$ cat src/hdl/imusi_pkg.sv
`timescale 1ns / 1ps
`default_nettype none

package imusi_pkg;

   localparam int CordicStepsDefault = 16;
   localparam int AtanLen = 24;
   localparam int AtanIdxW = 5;
   localparam int AngleW = 16;
   localparam int AngleShift = 17;
   localparam int AccelW = 32;
   localparam int StateW = 32;
   localparam int DtW = 16;
   localparam int GravW = 31;
   localparam int CsrDataW = 31;
   localparam int WorkW = 36;
   localparam int SumW = WorkW + 1;
   localparam int TrigW = 33;
   localparam int ZW = 35;
   localparam int ChunkW = 18;
   localparam int PartW = ChunkW + 1;
   localparam int ProdW = WorkW + PartW;
   localparam int AccW = 70;
   localparam int RotShift = 30;
   localparam int DtShift = 16;
   localparam int PcW = 5;
   localparam int ProgLen = 18;

   localparam logic [DtW-1:0] TimeStepReset = 16'd6554;
   localparam logic [GravW-1:0] GravityReset = 31'd642908;
   localparam logic signed [TrigW-1:0] CordicGain = 33'sd652032875;
   localparam logic signed [ZW-1:0] Q30Pi = 35'sd3373259426;
   localparam logic signed [ZW-1:0] Q30HalfPi = 35'sd1686629713;

   typedef enum logic [0:0] {
      CSR_TIME_STEP = 1'b0,
      CSR_GRAVITY   = 1'b1
   } csr_index_type;

   typedef enum logic [2:0] {
      ST_IDLE,
      ST_CORDIC,
      ST_MUL_LO,
      ST_MUL_HI,
      ST_WRITE,
      ST_DONE
   } state_type;

   typedef enum logic [2:0] {
      ASEL_A0,
      ASEL_A1,
      ASEL_A2,
      ASEL_V0,
      ASEL_V1,
      ASEL_V2
   } asel_type;

   typedef enum logic [2:0] {
      BSEL_COS_ROLL,
      BSEL_COS_PITCH,
      BSEL_COS_YAW,
      BSEL_SIN_ROLL,
      BSEL_SIN_PITCH,
      BSEL_SIN_YAW,
      BSEL_DT
   } bsel_type;

   typedef enum logic [2:0] {
      WB_NONE,
      WB_TMP,
      WB_PAIR,
      WB_VEL,
      WB_POS
   } wb_type;

   typedef struct packed {
      asel_type   a_sel;
      bsel_type   b_sel;
      logic       neg;
      logic       first;
      wb_type     wb;
      logic [1:0] p_idx;
      logic [1:0] q_idx;
      logic       grav;
   } prog_entry_type;

   typedef struct packed {
      logic                load;
      logic                cordic_step;
      logic [AtanIdxW-1:0] iter;
      logic                mul_en;
      logic                hi;
      logic                wb_en;
      logic                publish;
      prog_entry_type      op;
   } dp_cmd_type;

   function automatic logic signed [ZW-1:0] atan_q30(input logic [AtanIdxW-1:0] idx);
      logic signed [ZW-1:0] v;
      case (idx)
         5'd0: v = 35'sd843314857;
         5'd1: v = 35'sd497837829;
         5'd2: v = 35'sd263043837;
         5'd3: v = 35'sd133525159;
         5'd4: v = 35'sd67021687;
         5'd5: v = 35'sd33543516;
         5'd6: v = 35'sd16775851;
         5'd7: v = 35'sd8388437;
         5'd8: v = 35'sd4194283;
         5'd9: v = 35'sd2097149;
         5'd10: v = 35'sd1048576;
         5'd11: v = 35'sd524288;
         5'd12: v = 35'sd262144;
         5'd13: v = 35'sd131072;
         5'd14: v = 35'sd65536;
         5'd15: v = 35'sd32768;
         5'd16: v = 35'sd16384;
         5'd17: v = 35'sd8192;
         5'd18: v = 35'sd4096;
         5'd19: v = 35'sd2048;
         5'd20: v = 35'sd1024;
         5'd21: v = 35'sd512;
         5'd22: v = 35'sd256;
         5'd23: v = 35'sd128;
         default: v = '0;
      endcase
      return v;
   endfunction

   function automatic prog_entry_type mk(input asel_type a, input bsel_type b,
                                         input logic neg, input logic first,
                                         input wb_type wb, input logic [1:0] p,
                                         input logic [1:0] q, input logic grav);
      prog_entry_type e;
      e.a_sel = a;
      e.b_sel = b;
      e.neg = neg;
      e.first = first;
      e.wb = wb;
      e.p_idx = p;
      e.q_idx = q;
      e.grav = grav;
      return e;
   endfunction

   // Each rotation is p' = c*p - s*q, q' = s*p + c*q; yaw, then roll, then pitch.
   function automatic prog_entry_type prog_entry(input logic [PcW-1:0] pc);
      prog_entry_type e;
      unique case (pc)
         5'd0: e = mk(ASEL_A0, BSEL_COS_YAW, 1'b0, 1'b1, WB_NONE, 2'd0, 2'd1, 1'b0);
         5'd1: e = mk(ASEL_A1, BSEL_SIN_YAW, 1'b1, 1'b0, WB_TMP, 2'd0, 2'd1, 1'b0);
         5'd2: e = mk(ASEL_A0, BSEL_SIN_YAW, 1'b0, 1'b1, WB_NONE, 2'd0, 2'd1, 1'b0);
         5'd3: e = mk(ASEL_A1, BSEL_COS_YAW, 1'b0, 1'b0, WB_PAIR, 2'd0, 2'd1, 1'b0);
         5'd4: e = mk(ASEL_A1, BSEL_COS_ROLL, 1'b0, 1'b1, WB_NONE, 2'd1, 2'd2, 1'b0);
         5'd5: e = mk(ASEL_A2, BSEL_SIN_ROLL, 1'b1, 1'b0, WB_TMP, 2'd1, 2'd2, 1'b0);
         5'd6: e = mk(ASEL_A1, BSEL_SIN_ROLL, 1'b0, 1'b1, WB_NONE, 2'd1, 2'd2, 1'b0);
         5'd7: e = mk(ASEL_A2, BSEL_COS_ROLL, 1'b0, 1'b0, WB_PAIR, 2'd1, 2'd2, 1'b0);
         5'd8: e = mk(ASEL_A2, BSEL_COS_PITCH, 1'b0, 1'b1, WB_NONE, 2'd2, 2'd0, 1'b0);
         5'd9: e = mk(ASEL_A0, BSEL_SIN_PITCH, 1'b1, 1'b0, WB_TMP, 2'd2, 2'd0, 1'b0);
         5'd10: e = mk(ASEL_A2, BSEL_SIN_PITCH, 1'b0, 1'b1, WB_NONE, 2'd2, 2'd0, 1'b0);
         5'd11: e = mk(ASEL_A0, BSEL_COS_PITCH, 1'b0, 1'b0, WB_PAIR, 2'd2, 2'd0, 1'b1);
         5'd12: e = mk(ASEL_A0, BSEL_DT, 1'b0, 1'b1, WB_VEL, 2'd0, 2'd0, 1'b0);
         5'd13: e = mk(ASEL_V0, BSEL_DT, 1'b0, 1'b1, WB_POS, 2'd0, 2'd0, 1'b0);
         5'd14: e = mk(ASEL_A1, BSEL_DT, 1'b0, 1'b1, WB_VEL, 2'd0, 2'd1, 1'b0);
         5'd15: e = mk(ASEL_V1, BSEL_DT, 1'b0, 1'b1, WB_POS, 2'd0, 2'd1, 1'b0);
         5'd16: e = mk(ASEL_A2, BSEL_DT, 1'b0, 1'b1, WB_VEL, 2'd0, 2'd2, 1'b0);
         5'd17: e = mk(ASEL_V2, BSEL_DT, 1'b0, 1'b1, WB_POS, 2'd0, 2'd2, 1'b0);
         default: e = mk(ASEL_A0, BSEL_DT, 1'b0, 1'b1, WB_NONE, 2'd0, 2'd0, 1'b0);
      endcase
      return e;
   endfunction

endpackage

`default_nettype wire

$ cat src/hdl/imusi_ctrl.sv
`timescale 1ns / 1ps
`default_nettype none

module imusi_ctrl #(
   parameter int CORDIC_STEPS = imusi_pkg::CordicStepsDefault
) (
   input  logic                   clock,
   input  logic                   reset,
   input  logic                   req_valid,
   output logic                   req_stall,
   output logic                   rsp_valid,
   input  logic                   rsp_stall,
   output imusi_pkg::dp_cmd_type  cmd
);

   localparam int StepW = $clog2(CORDIC_STEPS);
   localparam int IdxW = imusi_pkg::AtanIdxW;
   localparam int PcW = imusi_pkg::PcW;

   imusi_pkg::state_type state_ff, state_in;
   logic [StepW-1:0] iter_ff, iter_in;
   logic [PcW-1:0]   pc_ff, pc_in;
   logic             rsp_valid_ff, rsp_valid_in;
   imusi_pkg::prog_entry_type op;
   logic             publish;

   assign op = imusi_pkg::prog_entry(pc_ff);
   assign publish = (state_ff == imusi_pkg::ST_DONE) && (!rsp_valid_ff || !rsp_stall);

   always_comb begin
      state_in = state_ff;
      iter_in = iter_ff;
      pc_in = pc_ff;
      unique case (state_ff)
         imusi_pkg::ST_IDLE: begin
            if (req_valid) begin
               state_in = imusi_pkg::ST_CORDIC;
               iter_in = '0;
            end
         end
         imusi_pkg::ST_CORDIC: begin
            iter_in = iter_ff + 1'b1;
            if (iter_ff == StepW'(CORDIC_STEPS - 1)) begin
               state_in = imusi_pkg::ST_MUL_LO;
               pc_in = '0;
            end
         end
         imusi_pkg::ST_MUL_LO: begin
            state_in = imusi_pkg::ST_MUL_HI;
         end
         imusi_pkg::ST_MUL_HI: begin
            if (op.wb != imusi_pkg::WB_NONE) begin
               state_in = imusi_pkg::ST_WRITE;
            end else begin
               state_in = imusi_pkg::ST_MUL_LO;
               pc_in = pc_ff + 1'b1;
            end
         end
         imusi_pkg::ST_WRITE: begin
            if (pc_ff == PcW'(imusi_pkg::ProgLen - 1)) begin
               state_in = imusi_pkg::ST_DONE;
            end else begin
               state_in = imusi_pkg::ST_MUL_LO;
               pc_in = pc_ff + 1'b1;
            end
         end
         imusi_pkg::ST_DONE: begin
            if (publish) begin
               state_in = imusi_pkg::ST_IDLE;
            end
         end
         default: begin
            state_in = imusi_pkg::ST_IDLE;
         end
      endcase
   end

   always_comb begin
      cmd = '0;
      cmd.iter = IdxW'(iter_ff);
      cmd.op = op;
      unique case (state_ff)
         imusi_pkg::ST_IDLE:   cmd.load = req_valid;
         imusi_pkg::ST_CORDIC: cmd.cordic_step = 1'b1;
         imusi_pkg::ST_MUL_LO: cmd.mul_en = 1'b1;
         imusi_pkg::ST_MUL_HI: begin
            cmd.mul_en = 1'b1;
            cmd.hi = 1'b1;
         end
         imusi_pkg::ST_WRITE:  cmd.wb_en = 1'b1;
         imusi_pkg::ST_DONE:   cmd.publish = publish;
         default:              cmd.load = 1'b0;
      endcase
   end

   assign rsp_valid_in = publish | (rsp_valid_ff & rsp_stall);
   assign req_stall = (state_ff != imusi_pkg::ST_IDLE);
   assign rsp_valid = rsp_valid_ff;

   always_ff @(posedge clock) begin
      if (reset) begin
         state_ff <= imusi_pkg::ST_IDLE;
         iter_ff <= '0;
         pc_ff <= '0;
         rsp_valid_ff <= 1'b0;
      end else begin
         state_ff <= state_in;
         iter_ff <= iter_in;
         pc_ff <= pc_in;
         rsp_valid_ff <= rsp_valid_in;
      end
   end

endmodule

`default_nettype wire

$ cat config.mk
export PLATFORM = sky130hd
export DESIGN_NAME = imusi_ctrl
export DESIGN_NICKNAME = d
export VERILOG_FILES = /design/src/hdl/imusi_pkg.sv /design/src/hdl/imusi_ctrl.sv
export SDC_FILE = /design/constraint.sdc
export NUM_CORES = 1
export LEC_CHECK = 0
export BUFFER_PORTS_ARGS = -buffer_cell sky130_fd_sc_hd__buf_2
export CAP_MARGIN = 20
export CORE_MARGIN = 3
export CORE_UTILIZATION = 48
export DETAILED_ROUTE_END_ITERATION = 6
export GPL_TIMING_DRIVEN = 1
export PLACE_DENSITY_LB_ADDON = 0.3
export SETUP_SLACK_MARGIN = 0.3
export SYNTH_ARGS = -nofsm -noshare
export SYNTH_HDL_FRONTEND = slang
export SYNTH_SLANG_ARGS = --single-unit
$ cat constraint.sdc
create_clock -name clock -period 2.3 [get_ports clock]
set_input_delay 0.115 -clock clock [delete_from_list [all_inputs] [get_ports clock]]
set_output_delay 0.115 -clock clock [all_outputs]
set_load 0.02 [all_outputs]
==> results.sh <==
export IMPL_finClkSkew_ps=11.9
export IMPL_wl_per_cell_um=16.9
export IMPL_hold_viol=0
export IMPL_totalWireLength_mm=5.00
export IMPL_holdWs_ps=43.6
export IMPL_dp_hpwl_mm=2.97
export IMPL_place_gp_congestion=0.878
export IMPL_path_clk_slew_ps=100
export IMPL_yosysTopAreaCellShare_pct=36.4
export IMPL_synth_edf_count=0
export IMPL_cts_root_buffer_cell="clkbuf_4"
export IMPL_die_area_um2=4050
export IMPL_diodes=0
export IMPL_dp_cells=268
export IMPL_dr_wl_met2_mm=2.69
export IMPL_synth_nets=197
export IMPL_arrival_ps=2560
export IMPL_min_path_type="in -> reg"
export IMPL_drive_gt1_share_pct=48.6
export IMPL_grt_antenna_before_repair=0
export IMPL_ant_nets=0
export IMPL_yosys_cell_count_top_type="dfxtp_1"
export IMPL_setup_tns_ps=0
export IMPL_clkSinkCount=29
export IMPL_met3_length_um=255
export IMPL_multi_input_area_um2=1070
export IMPL_finalSetupViolations=0
export IMPL_synth_flop_cell="dfxtp_1"
export IMPL_boundaryPins=33
export IMPL_firstDrtPassIters=4
export IMPL_power_total_mw=0.911
export IMPL_via_per_inst=5.79
export IMPL_finalWorstSetupSlack_ps=17.3
export IMPL_end_kind="flop"
export IMPL_synth_top_cells_by_count="29 x dfxtp_1, 17 x a21oi_1, 15 x nand2_1, 15 x nor2_1, 11 x inv_1"
export IMPL_path_class="reg -> reg"
export IMPL_die_y_um=63.7
export IMPL_cellLeakagePower_nw=1.07
export IMPL_cts_tree="yes"
export IMPL_timing_rr_end="op[10]"
export IMPL_cap_violations=0
export IMPL_clock_path_buffers=2
export IMPL_synth_async_reset_ratio_pct=0
export IMPL_postPlaceCellArea_um2=1910
export IMPL_clkLatencyLatePin_ps=340
export IMPL_drt_iter0_drc=149
export IMPL_ys_warn_count=0
export IMPL_seqCellArea_um2=594
export IMPL_synth_area_leaders="dfxtp_1 36%, ha_1 6.3%, a21oi_1 5.3%, nand2_1 3.5%, nor2_1 3.5%"
export IMPL_cp_max_fo=6
export IMPL_fmax_mhz=438
export IMPL_port_buffers=31
export IMPL_die_x_um=63.7
export IMPL_grt_overflow_total=0
export IMPL_pre_cts_ws_ps=-51.5
export IMPL_grt_pass1_vias=1519
export IMPL_stdcell_count=295
export IMPL_yosys_cell_types_count=55
export IMPL_rsz0062_at_grt="true"
export IMPL_finalCritPeriodShare_pct=99.2
export IMPL_grt_max_degree=19
export IMPL_htreeDepth=2
export IMPL_track_usage_pct=22.2
export IMPL_final_area_um2=2300
export IMPL_syn_area_um2=1600
export IMPL_timing_rr_start="state_ff[1]"
export IMPL_r2r_cells=9
export IMPL_core_rowCount=20
export IMPL_cts_inserted_buffers=5
export IMPL_utilization_pct=74.3
export IMPL_ys_seq_area_share_pct=36.4
export IMPL_rrSetupSlack_ps=20
export IMPL_synth_avg_cell_area_um2=8.62
export IMPL_startpoint="state_ff[1]"
export IMPL_grt_pass1_wl_mm=7.08
export IMPL_drc=0
export IMPL_critPathLaunchType="flop"
export IMPL_fin_crit_ps=2280
export IMPL_ys_ff_latch=29
export IMPL_p_per_area_nw_per_um2=395
export IMPL_outcome="completed"
export IMPL_layout_nets=262
export IMPL_netlist_instances=185
export IMPL_core_area_um2=3100
export IMPL_yosysTopAreaCell="dfxtp_1"
export IMPL_top_layer_used="met4"
export IMPL_ir_worst_vdd_mv=0.431
export IMPL_finalMaxSlewViolations=0
export IMPL_fillers=224
export IMPL_initial_utilization_pct=51.4
export IMPL_crit_required_ps=2570
export IMPL_setup_worst_path_end="op[10]"
export IMPL_met1Wirelength_mm=1.92
export IMPL_area_growth_pct=44.5
export IMPL_vias=1707
[cells by family (layout without fill, tap and decap cells)]
logic type               count (synthesis)  count (layout)  synth area share [%]
AO/OA/AOI/OAI                           47              47                  20.9
XOR/XNOR                                 1               1                 0.549
adder cells (fa/ha/maj)                  8               8                  6.27
buffers and inverters                   24              90                  8.00
flip-flops                              29              29                  36.4
other                                    1               1                 0.235
AND/OR/NAND/NOR                         75              75                  27.7
[worst min-delay path by stage]
stage | startpoint | endpoint | slack (ps) | cells after the start
after CTS | rsp_stall | rsp_valid | 30 | 3
after detailed placement | rsp_stall | rsp_valid | 400 | 3
after floorplan | rsp_stall | rsp_valid | 250 | 2
after global placement | rsp_stall | rsp_valid | 390 | 3
after global routing | rsp_stall | rsp_valid | 40 | 3
final | rsp_stall | rsp_valid | 40 | 3
[registers in the layout (all words and copies together), names as in the netlist]
| register | count |
|---|---|
| op | 16 |
| pc_ff | 5 |
| iter_ff | 4 |
| state_ff | 3 |
| rsp_valid | 1 |
[routing by layer]
metal / vias to the layer above / track usage [%]
met5: - / 0
met4: 0 / 9.70
met3: 12 / 5.88
met2: 61 / 39.8
met1: 839 / 24.4
li1: 795 / -
[critical path: stages, from the launching register on]
cell	delay (ps)
dfxtp_4	380
buf_6	130
nor3b_4	240
nand2_2	130
a211o_1	340
a21oi_2	190
inv_2	90
ha_4	240
or3_4	370
a21oi_2	110
[power breakdown]
part | internal [mW] | switching (mW)
clock network | 0.115 | 0.186
logic | 0.0369 | 0.0593
registers | 0.506 | 0.00809
[cell usage in the layout, fill, tap and decap left out, types with 2 or more instances in the layout]
cell type	instances
dfxtp_4	3
o211ai_1	4
and4b_1	2
inv_4	3
a21oi_1	13
nand4_1	5
a211o_1	2
dfxtp_1	24
inv_2	2
ha_4	5
inv_1	7
nor3_2	2
and3_1	3
ha_1	2
nand3_1	6
buf_6	9
nor2_1	14
dfxtp_2	2
nand2_2	3
nor2b_1	5
or2_4	2
a32oi_2	2
o21ai_0	5
a21oi_2	4
and2_1	3
or3_1	2
buf_2	31
clkinv_2	2
nand3b_1	2
clkbuf_4	5
buf_4	30
nand2_1	13
a221o_1	2
[layout make-up]
| cell class | instances | area share [%] |
|---|---|---|
| Multi-Input combinational cell | 132 | 46.3 |
| Sequential cell | 29 | 25.8 |
| Timing Repair Buffer | 70 | 20.9 |
| Clock inverter | 3 | 0.760 |
| Tap cell | 44 | 2.39 |
| Inverter | 12 | 2.28 |
| Clock buffer | 5 | 1.63 |
[what timing repair did]
action	4_1_cts	5_1_grt
pin swaps	8	13
resized for setup	23	23
setup buffers	9	10
endpoints found under the setup margin	17	17
hold buffers	0	0
(Power assumes the default switching activity.)
